### src/hw/rtl/bppu_pkg.sv
package bppu_pkg;

    localparam int BUFFER_WORDS_DEF = 64;
    localparam int WORD_BITS = 32;
    localparam int LEN_W = 6;
    localparam int BIT_W = 5;

    typedef enum logic [1:0] {
        OP_WRITE,
        OP_READ,
        OP_NOP,
        OP_DROP
    } op_kind_t;

    typedef enum logic [1:0] {
        ST_CLEAR,
        ST_IDLE,
        ST_ACCESS,
        ST_WRITE_LO
    } back_state_t;

    typedef struct packed {
        op_kind_t               kind;
        logic [BIT_W-1:0]       bit_pos;
        logic [LEN_W-1:0]       len;
        logic [WORD_BITS-1:0]   value;
    } queue_op_t;

    function automatic logic [WORD_BITS-1:0] low_mask(input logic [LEN_W-1:0] len);
        return {WORD_BITS{1'b1}} >> (LEN_W'(WORD_BITS) - len);
    endfunction

endpackage

### src/hw/rtl/bppu_front.sv
module bppu_front #(
    parameter int BUFFER_WORDS = bppu_pkg::BUFFER_WORDS_DEF,
    parameter int AW = (BUFFER_WORDS > 1) ? $clog2(BUFFER_WORDS) : 1
) (
    input  logic                  clk,
    input  logic                  rst_n,
    input  logic                  accept,
    input  logic                  cmd,
    input  logic [31:0]           value,
    input  logic [5:0]            length,
    output logic                  push,
    output bppu_pkg::queue_op_t   push_op,
    output logic [AW-1:0]         push_word
);

    localparam int CAP = BUFFER_WORDS * bppu_pkg::WORD_BITS;
    localparam int PW = $clog2(CAP + 1);

    logic [PW-1:0]          wr_pos_reg, wr_pos_next;
    logic [PW-1:0]          rd_pos_reg, rd_pos_next;
    logic [5:0]             len_sat;
    logic [PW-1:0]          pos_sel;
    logic [PW:0]            end_pos;
    logic                   fits;
    bppu_pkg::op_kind_t     kind;

    always_comb
    begin
        len_sat = (length > 6'd32) ? 6'd32 : length;
        pos_sel = cmd ? rd_pos_reg : wr_pos_reg;
        end_pos = {1'b0, pos_sel} + (PW+1)'(len_sat);
        fits    = end_pos <= (PW+1)'(CAP);

        if (len_sat == 6'd0)
            kind = bppu_pkg::OP_NOP;
        else if (!fits)
            kind = bppu_pkg::OP_DROP;
        else if (cmd)
            kind = bppu_pkg::OP_READ;
        else
            kind = bppu_pkg::OP_WRITE;

        wr_pos_next = wr_pos_reg;
        rd_pos_next = rd_pos_reg;
        if (accept && kind == bppu_pkg::OP_WRITE)
            wr_pos_next = end_pos[PW-1:0];
        if (accept && kind == bppu_pkg::OP_READ)
            rd_pos_next = end_pos[PW-1:0];

        push              = accept;
        push_op.kind      = kind;
        push_op.bit_pos   = pos_sel[4:0];
        push_op.len       = len_sat;
        push_op.value     = value & bppu_pkg::low_mask(len_sat);
        push_word         = pos_sel[AW+4:5];
    end

    always_ff @(posedge clk or negedge rst_n)
    begin
        if (!rst_n)
        begin
            wr_pos_reg <= '0;
            rd_pos_reg <= '0;
        end
        else
        begin
            wr_pos_reg <= wr_pos_next;
            rd_pos_reg <= rd_pos_next;
        end
    end

endmodule

### src/hw/rtl/bppu_queue.sv
module bppu_queue #(
    parameter int AW = 6
) (
    input  logic                  clk,
    input  logic                  rst_n,
    input  logic                  push,
    input  bppu_pkg::queue_op_t   push_op,
    input  logic [AW-1:0]         push_word,
    input  logic                  pop,
    output logic                  full,
    output logic                  empty,
    output bppu_pkg::queue_op_t   head_op,
    output logic [AW-1:0]         head_word
);

    bppu_pkg::queue_op_t    op_reg [2];
    logic [AW-1:0]          word_reg [2];
    logic                   wr_ptr_reg, wr_ptr_next;
    logic                   rd_ptr_reg, rd_ptr_next;
    logic [1:0]             count_reg, count_next;

    assign full      = count_reg == 2'd2;
    assign empty     = count_reg == 2'd0;
    assign head_op   = op_reg[rd_ptr_reg];
    assign head_word = word_reg[rd_ptr_reg];

    always_comb
    begin
        wr_ptr_next = push ? ~wr_ptr_reg : wr_ptr_reg;
        rd_ptr_next = pop ? ~rd_ptr_reg : rd_ptr_reg;
        count_next  = count_reg + 2'(push) - 2'(pop);
    end

    always_ff @(posedge clk or negedge rst_n)
    begin
        if (!rst_n)
        begin
            wr_ptr_reg <= 1'b0;
            rd_ptr_reg <= 1'b0;
            count_reg  <= 2'd0;
        end
        else
        begin
            wr_ptr_reg <= wr_ptr_next;
            rd_ptr_reg <= rd_ptr_next;
            count_reg  <= count_next;
        end
    end

    always_ff @(posedge clk)
    begin
        if (push)
        begin
            op_reg[wr_ptr_reg]   <= push_op;
            word_reg[wr_ptr_reg] <= push_word;
        end
    end

endmodule

### src/hw/rtl/bppu_back.sv
module bppu_back #(
    parameter int BUFFER_WORDS = bppu_pkg::BUFFER_WORDS_DEF,
    parameter int AW = (BUFFER_WORDS > 1) ? $clog2(BUFFER_WORDS) : 1
) (
    input  logic                  clk,
    input  logic                  rst_n,
    input  logic                  q_empty,
    input  bppu_pkg::queue_op_t   head_op,
    input  logic [AW-1:0]         head_word,
    output logic                  pop,
    output logic                  clear_busy,
    output logic                  m_tvalid,
    input  logic                  m_tready,
    output logic [31:0]           m_tdata,
    output logic                  m_tuser
);

    logic [31:0]            mem [BUFFER_WORDS];

    bppu_pkg::back_state_t  state_reg, state_next;
    logic [AW-1:0]          clr_addr_reg, clr_addr_next;
    bppu_pkg::queue_op_t    cur_op_reg;
    logic [AW-1:0]          cur_word_reg;
    logic [31:0]            lo_word_reg;
    logic [31:0]            rd_hi_reg, rd_lo_reg;
    logic                   out_valid_reg, out_valid_next;
    logic [31:0]            out_data_reg;
    logic                   out_status_reg;

    logic                   slot_free;
    logic                   rd_en;
    logic                   wr_en;
    logic [AW-1:0]          wr_addr;
    logic [31:0]            wr_data;
    logic                   load_out;
    logic [31:0]            out_data;
    logic                   out_status;
    logic                   load_lo;
    logic [6:0]             shift_full;
    logic [5:0]             shift;
    logic [6:0]             bit_end;
    logic                   straddle;
    logic [63:0]            win_sh;
    logic [63:0]            field;

    assign slot_free  = !out_valid_reg || m_tready;
    assign clear_busy = state_reg == bppu_pkg::ST_CLEAR;
    assign m_tvalid   = out_valid_reg;
    assign m_tdata    = out_data_reg;
    assign m_tuser    = out_status_reg;

    always_comb
    begin
        shift_full = 7'd64 - 7'(cur_op_reg.bit_pos) - 7'(cur_op_reg.len);
        shift      = shift_full[5:0];
        bit_end    = 7'(cur_op_reg.bit_pos) + 7'(cur_op_reg.len);
        straddle   = bit_end > 7'd32;
        win_sh     = {rd_hi_reg, rd_lo_reg} >> shift;
        field      = {32'd0, cur_op_reg.value} << shift;
    end

    always_comb
    begin
        state_next    = state_reg;
        clr_addr_next = clr_addr_reg;
        pop           = 1'b0;
        rd_en         = 1'b0;
        wr_en         = 1'b0;
        wr_addr       = cur_word_reg;
        wr_data       = '0;
        load_out      = 1'b0;
        out_data      = '0;
        out_status    = 1'b0;
        load_lo       = 1'b0;

        unique case (state_reg)
            bppu_pkg::ST_CLEAR:
            begin
                wr_en         = 1'b1;
                wr_addr       = clr_addr_reg;
                clr_addr_next = clr_addr_reg + 1'b1;
                if (clr_addr_reg == AW'(BUFFER_WORDS - 1))
                    state_next = bppu_pkg::ST_IDLE;
            end
            bppu_pkg::ST_IDLE:
            begin
                if (!q_empty && slot_free)
                begin
                    pop = 1'b1;
                    unique case (head_op.kind) inside
                        bppu_pkg::OP_NOP:
                        begin
                            load_out = 1'b1;
                        end
                        bppu_pkg::OP_DROP:
                        begin
                            load_out   = 1'b1;
                            out_status = 1'b1;
                        end
                        bppu_pkg::OP_WRITE, bppu_pkg::OP_READ:
                        begin
                            rd_en      = 1'b1;
                            state_next = bppu_pkg::ST_ACCESS;
                        end
                        default:
                        begin
                            state_next = bppu_pkg::ST_IDLE;
                        end
                    endcase
                end
            end
            bppu_pkg::ST_ACCESS:
            begin
                if (slot_free)
                begin
                    load_out   = 1'b1;
                    state_next = bppu_pkg::ST_IDLE;
                    if (cur_op_reg.kind == bppu_pkg::OP_READ)
                    begin
                        out_data = win_sh[31:0] & bppu_pkg::low_mask(cur_op_reg.len);
                    end
                    else
                    begin
                        wr_en   = 1'b1;
                        wr_data = rd_hi_reg | field[63:32];
                        load_lo = 1'b1;
                        if (straddle)
                            state_next = bppu_pkg::ST_WRITE_LO;
                    end
                end
            end
            bppu_pkg::ST_WRITE_LO:
            begin
                wr_en      = 1'b1;
                wr_addr    = cur_word_reg + 1'b1;
                wr_data    = lo_word_reg;
                state_next = bppu_pkg::ST_IDLE;
            end
            default:
            begin
                state_next = bppu_pkg::ST_IDLE;
            end
        endcase

        out_valid_next = load_out ? 1'b1 : (m_tready ? 1'b0 : out_valid_reg);
    end

    always_ff @(posedge clk or negedge rst_n)
    begin
        if (!rst_n)
        begin
            state_reg     <= bppu_pkg::ST_CLEAR;
            clr_addr_reg  <= '0;
            out_valid_reg <= 1'b0;
        end
        else
        begin
            state_reg     <= state_next;
            clr_addr_reg  <= clr_addr_next;
            out_valid_reg <= out_valid_next;
        end
    end

    always_ff @(posedge clk)
    begin
        if (pop)
        begin
            cur_op_reg   <= head_op;
            cur_word_reg <= head_word;
        end
        if (load_lo)
            lo_word_reg <= rd_lo_reg | field[31:0];
        if (load_out)
        begin
            out_data_reg   <= out_data;
            out_status_reg <= out_status;
        end
    end

    always_ff @(posedge clk)
    begin
        if (wr_en)
            mem[wr_addr] <= wr_data;
        if (rd_en)
        begin
            rd_hi_reg <= mem[head_word];
            rd_lo_reg <= mem[head_word + 1'b1];
        end
    end

endmodule

### src/hw/rtl/bitstream_packer_unpacker_unit.sv
// channel  dir  tdata (low bit up)              tuser
// s_*      in   value[31:0], length[37:32]      cmd (0 append, 1 extract)
// m_*      out  read_data[31:0]                 status (1 dropped)
//
// After reset a clearing pass zeroes the word store, one word a cycle;
// s_tready stays low until it ends. The word store has one write port, so
// a back-end transaction uses the idle state alone for zero-length or
// dropped items, idle then access for extracts and for appends inside one
// word, plus write-lo for appends straddling two words (write to next word).
// A two-entry queue separates the classifier from the store; s_tready drops
// only when it is full or clearing, and m_tready stalls only the store side.
module bitstream_packer_unpacker_unit #(
    parameter int BUFFER_WORDS = bppu_pkg::BUFFER_WORDS_DEF
) (
    input  logic         clk,
    input  logic         rst_n,
    input  logic         s_tvalid,
    output logic         s_tready,
    input  logic [39:0]  s_tdata,   // value[31:0], length[37:32], zero pad
    input  logic         s_tuser,   // cmd
    output logic         m_tvalid,
    input  logic         m_tready,
    output logic [31:0]  m_tdata,   // read_data[31:0]
    output logic         m_tuser    // status
);

    localparam int AW = (BUFFER_WORDS > 1) ? $clog2(BUFFER_WORDS) : 1;

    logic                   accept;
    logic                   push;
    bppu_pkg::queue_op_t    push_op;
    logic [AW-1:0]          push_word;
    logic                   pop;
    logic                   q_full;
    logic                   q_empty;
    bppu_pkg::queue_op_t    head_op;
    logic [AW-1:0]          head_word;
    logic                   clear_busy;

    assign s_tready = !q_full && !clear_busy;
    assign accept   = s_tvalid && s_tready;

    bppu_front #(
        .BUFFER_WORDS (BUFFER_WORDS),
        .AW           (AW)
    ) u_front (
        .clk       (clk),
        .rst_n     (rst_n),
        .accept    (accept),
        .cmd       (s_tuser),
        .value     (s_tdata[31:0]),
        .length    (s_tdata[37:32]),
        .push      (push),
        .push_op   (push_op),
        .push_word (push_word)
    );

    bppu_queue #(
        .AW (AW)
    ) u_queue (
        .clk       (clk),
        .rst_n     (rst_n),
        .push      (push),
        .push_op   (push_op),
        .push_word (push_word),
        .pop       (pop),
        .full      (q_full),
        .empty     (q_empty),
        .head_op   (head_op),
        .head_word (head_word)
    );

    bppu_back #(
        .BUFFER_WORDS (BUFFER_WORDS),
        .AW           (AW)
    ) u_back (
        .clk        (clk),
        .rst_n      (rst_n),
        .q_empty    (q_empty),
        .head_op    (head_op),
        .head_word  (head_word),
        .pop        (pop),
        .clear_busy (clear_busy),
        .m_tvalid   (m_tvalid),
        .m_tready   (m_tready),
        .m_tdata    (m_tdata),
        .m_tuser    (m_tuser)
    );

    a_no_accept_in_clear: assert property (@(posedge clk) disable iff (!rst_n)
        clear_busy |-> !s_tready)
        else $error("input accepted during clearing pass");

    a_no_push_full: assert property (@(posedge clk) disable iff (!rst_n)
        push |-> !q_full)
        else $error("queue pushed while full");

    a_no_pop_empty: assert property (@(posedge clk) disable iff (!rst_n)
        pop |-> !q_empty)
        else $error("queue popped while empty");

    a_drop_zero: assert property (@(posedge clk) disable iff (!rst_n)
        (m_tvalid && m_tuser) |-> (m_tdata == 32'd0))
        else $error("dropped transaction carries nonzero data");

endmodule
### config.mk
export PLATFORM = sky130hd
export DESIGN_NAME = bitstream_packer_unpacker_unit
export DESIGN_NICKNAME = d
export VERILOG_FILES = /design/src/hw/rtl/bppu_pkg.sv /design/src/hw/rtl/bppu_front.sv /design/src/hw/rtl/bppu_queue.sv /design/src/hw/rtl/bppu_back.sv /design/src/hw/rtl/bitstream_packer_unpacker_unit.sv
export SDC_FILE = /design/constraint.sdc
export NUM_CORES = 2
export LEC_CHECK = 0
export ABC_AREA = 1
export CORE_MARGIN = 2
export CORE_UTILIZATION = 35
export DETAILED_ROUTE_END_ITERATION = 8
export DONT_BUFFER_PORTS = 1
export SETUP_SLACK_MARGIN = 0.2
export SYNTH_ARGS = -nofsm -noshare
export SYNTH_HDL_FRONTEND = slang
export SYNTH_SLANG_ARGS = --single-unit
### constraint.sdc
create_clock -name clk -period 6.15 [get_ports clk]
set_input_delay 0.9225 -clock clk [delete_from_list [all_inputs] [get_ports clk]]
set_output_delay 0.9225 -clock clk [all_outputs]
set_load 0.02 [all_outputs]
==> impl_metrics.env <==
export IMPL_cts_buffer_depth=4
export IMPL_rows=215
export IMPL_grt_pass1_vias=89130
export IMPL_slew_headroom_pct=22.00
export IMPL_synth_cell_types=51
export IMPL_die_w_um=589.6
export IMPL_initial_core_util_pct=35.08
export IMPL_core_mm2=0.3422
export IMPL_post_cts_buffers=0
export IMPL_netlist_instances=12470
export IMPL_hold_buffers=2
export IMPL_nets=12090
export IMPL_path_max_fanout=33
export IMPL_worst_pin_slew_ps=1166
export IMPL_cp_common_cell="buf_4"
export IMPL_final_max_slew_viol_count=0
export IMPL_cts_root_buf="clkbuf_16"
export IMPL_vias_per_cell=5.835
export IMPL_outcome="finished, final reports clean"
export IMPL_first_pass_iters=7
export IMPL_cts_tree="built"
export IMPL_drive_above_1_share_pct=6.514
export IMPL_syn_to_final_growth_pct=11.43
export IMPL_syn_avg_cell_area_um2=9.625
export IMPL_final_hold_violation_count=0
export IMPL_syn_area_mm2=0.1200
export IMPL_fin_worst_skew_ps=67.94
export IMPL_antenna_found_initial=20
export IMPL_setup_viol=0
export IMPL_cp_end_kind="flip-flop"
export IMPL_regArea_mm2=0.07089
export IMPL_multi_input_area_mm2=0.04147
export IMPL_drtIter0Drc=14190
export IMPL_stdcell_area_mm2=0.1338
export IMPL_drt_wl_total_mm=420.9
export IMPL_cts_sinks=2367
export IMPL_clock_latency_ps=880
export IMPL_period_share_pct=82.14
export IMPL_cp_cell_sequence="ha_1, inv_1, ha_2, fa_2, nand3_1, nand2_1, xor2_2, buf_4, nand2_1, buf_4, inv_1, a21oi_1, o21ai_0, o21ai_0, nand2_2, buf_4"
export IMPL_finalSetupTns_ps=0
export IMPL_crit_type="flip-flop to flip-flop"
export IMPL_clkTransAtPathRegs_ps=60
export IMPL_postRouteAntennaNets=0
export IMPL_yosys_warnings=0
export IMPL_cts_resized=0
export IMPL_die_area_mm2=0.3477
export IMPL_holdCritPathClass="input port to flip-flop"
export IMPL_ys_seq_elements=2367
export IMPL_min_period_ps=5051
export IMPL_hpwlAfterDp_mm=244.9
export IMPL_fmax_mhz=198.0
export IMPL_placed_area_mm2=0.1255
export IMPL_n_fill_cell=33190
export IMPL_synth_nets=12560
export IMPL_cap_violations=0
export IMPL_largest_reg_flops=2048
export IMPL_htreeDepth=5
export IMPL_critPathLaunchType="flip-flop"
export IMPL_drc_errors=0
export IMPL_gp_congestion=0.9618
export IMPL_avgRoutedWirePerCell_um=25.13
export IMPL_grt_use_total_pct=23.31
export IMPL_fp_dieH_um=589.6
export IMPL_grt_pass1_wl_mm=601.5
export IMPL_grt_setup_unrepaired="false"
export IMPL_ioPinCount=80
export IMPL_synth_seq_area_share_pct=59.06
export IMPL_cp_required_ps=6750
export IMPL_max_stage_delay_ps=760
export IMPL_grt_max_degree=219
export IMPL_cts_buffers_inserted=271
export IMPL_portBuffers=0
export IMPL_crit_arrival_ps=5650
export IMPL_overflow=0
export IMPL_worst_path_max_delay_cell="nand2_2"
export IMPL_vias=97750
critical path, delay by kind of cell, from the launching register on:
family	cells	cell delay [ps]
AND/OR/NAND/NOR	4	1050
adder cells (fa/ha/maj)	3	960
buffers and inverters	5	1800
flip-flops	1	410
AO/OA/AOI/OAI	3	380
XOR/XNOR	1	120
routing by layer:
layer  track usage, %  part of all wire (%)  vias up
li1                 -                     -    43970
met1            30.46                    39    47090
met2            35.63                    44     5613
met3            5.595                    12     1077
met4            12.80                   6.1        2
met5                0                0.0031        -
area by class of cell:
type,count,area share [%]
Inverter,1071,3.049
Clock inverter,115,0.7343
Antenna cell,4,0.007483
Timing Repair Buffer,287,2.492
Multi-Input combinational cell,8008,31.01
Clock buffer,342,5.444
Sequential cell,2367,53.00
Tap cell,4557,4.263
cells in the final DEF (no fill, tap or decap), types with 14 or more instances in the layout:
cell / count
edfxtp_1: 2330
o21ai_0: 2128
nand2_1: 1388
nor2_1: 1272
nand3_1: 1141
inv_1: 1050
a21oi_1: 598
o211ai_1: 526
o221ai_1: 408
clkbuf_16: 282
buf_4: 192
buf_12: 94
o22ai_1: 91
a31oi_1: 82
nor2_4: 68
mux2i_1: 67
clkbuf_1: 60
clkinv_1: 52
dfrtp_1: 36
nand4_1: 35
clkinv_2: 34
nand2_2: 32
ha_1: 32
or2_2: 19
bufinv_16: 15
xor2_1: 14
synth_stat cells, drive strengths merged:
cell	number	area share [%]
a21o	1	0.0063
xor2	18	0.13
edfxtp	2330	58
o211ai	526	3.3
ha	36	0.38
o2111ai	1	0.0073
nand3	1141	4.8
a22oi	2	0.013
a21boi	3	0.019
o21bai	8	0.050
o21a	6	0.038
nand4	35	0.18
buf	468	1.9
nor2	1341	4.2
o311ai	8	0.058
a21oi	599	2.5
fa	4	0.067
clkbuf	557	1.7
a31oi	82	0.43
xnor2	6	0.050
nand3b	1	0.0063
nor3	7	0.029
o22ai	91	0.47
o21ai	2143	8.9
a221o	1	0.0083
nand2	1424	4.5
dfrtp	37	0.77
nor3b	11	0.069
o31ai	5	0.031
nor4	1	0.0052
mux2	1	0.0094
clkinv	5	0.016
a22o	4	0.029
inv	1066	3.3
mux2i	67	0.56
o221ai	408	3.0
a41oi	2	0.015
or2	23	0.12
a211oi	2	0.013
worst paths after layout:
check | from | to | slack, ps | depth (start not counted)
worst max-delay path | u_back.cur_op_reg[33] | u_back.mem[36][9] | 1100 | 16
worst min-delay path | s_tdata[37] | u_queue.op_reg[0][37] | 150 | 0
worst max register to register | u_back.cur_op_reg[33] | u_back.mem[36][9] | 1100 | 16
worst min register to register | u_front.rd_pos_reg[4] | u_front.rd_pos_reg[4] | 480 | 2
max in group asynchronous | rst_n | u_front.wr_pos_reg[6] | 5400 | 2
min in group asynchronous | rst_n | u_back.clr_addr_reg[0] | 530 | 2
per-stage QoR:
step / utilization [%] / cells / setup WS [ps] / hold slack (ps)
finish: 39.09 / 16750 / 1099 / 152.5
global route: 39.09 / 16750 / 882.7 / 113.8
CTS: 39.09 / 16750 / 1172 / 107.9
detailed placement: 36.66 / 16290 / 1222 / 463.1
global placement: 36.66 / 16290 / 1126 / 465.7
floorplan: - / 12470 / 1166 / 442.0
cell families after synthesis:
family                   Yosys count  share of synthesized area (%)
buffers and inverters           2096                          7.026
adder cells (fa/ha/maj)           40                         0.4420
flip-flops                      2367                          59.06
AND/OR/NAND/NOR                 3984                          13.82
AO/OA/AOI/OAI                   3892                          18.91
multiplexers                      68                         0.5681
XOR/XNOR                          24                         0.1814
Power is not shown: default switching activity piles up to over one toggle a cycle in this logic, so the estimate is an artifact.
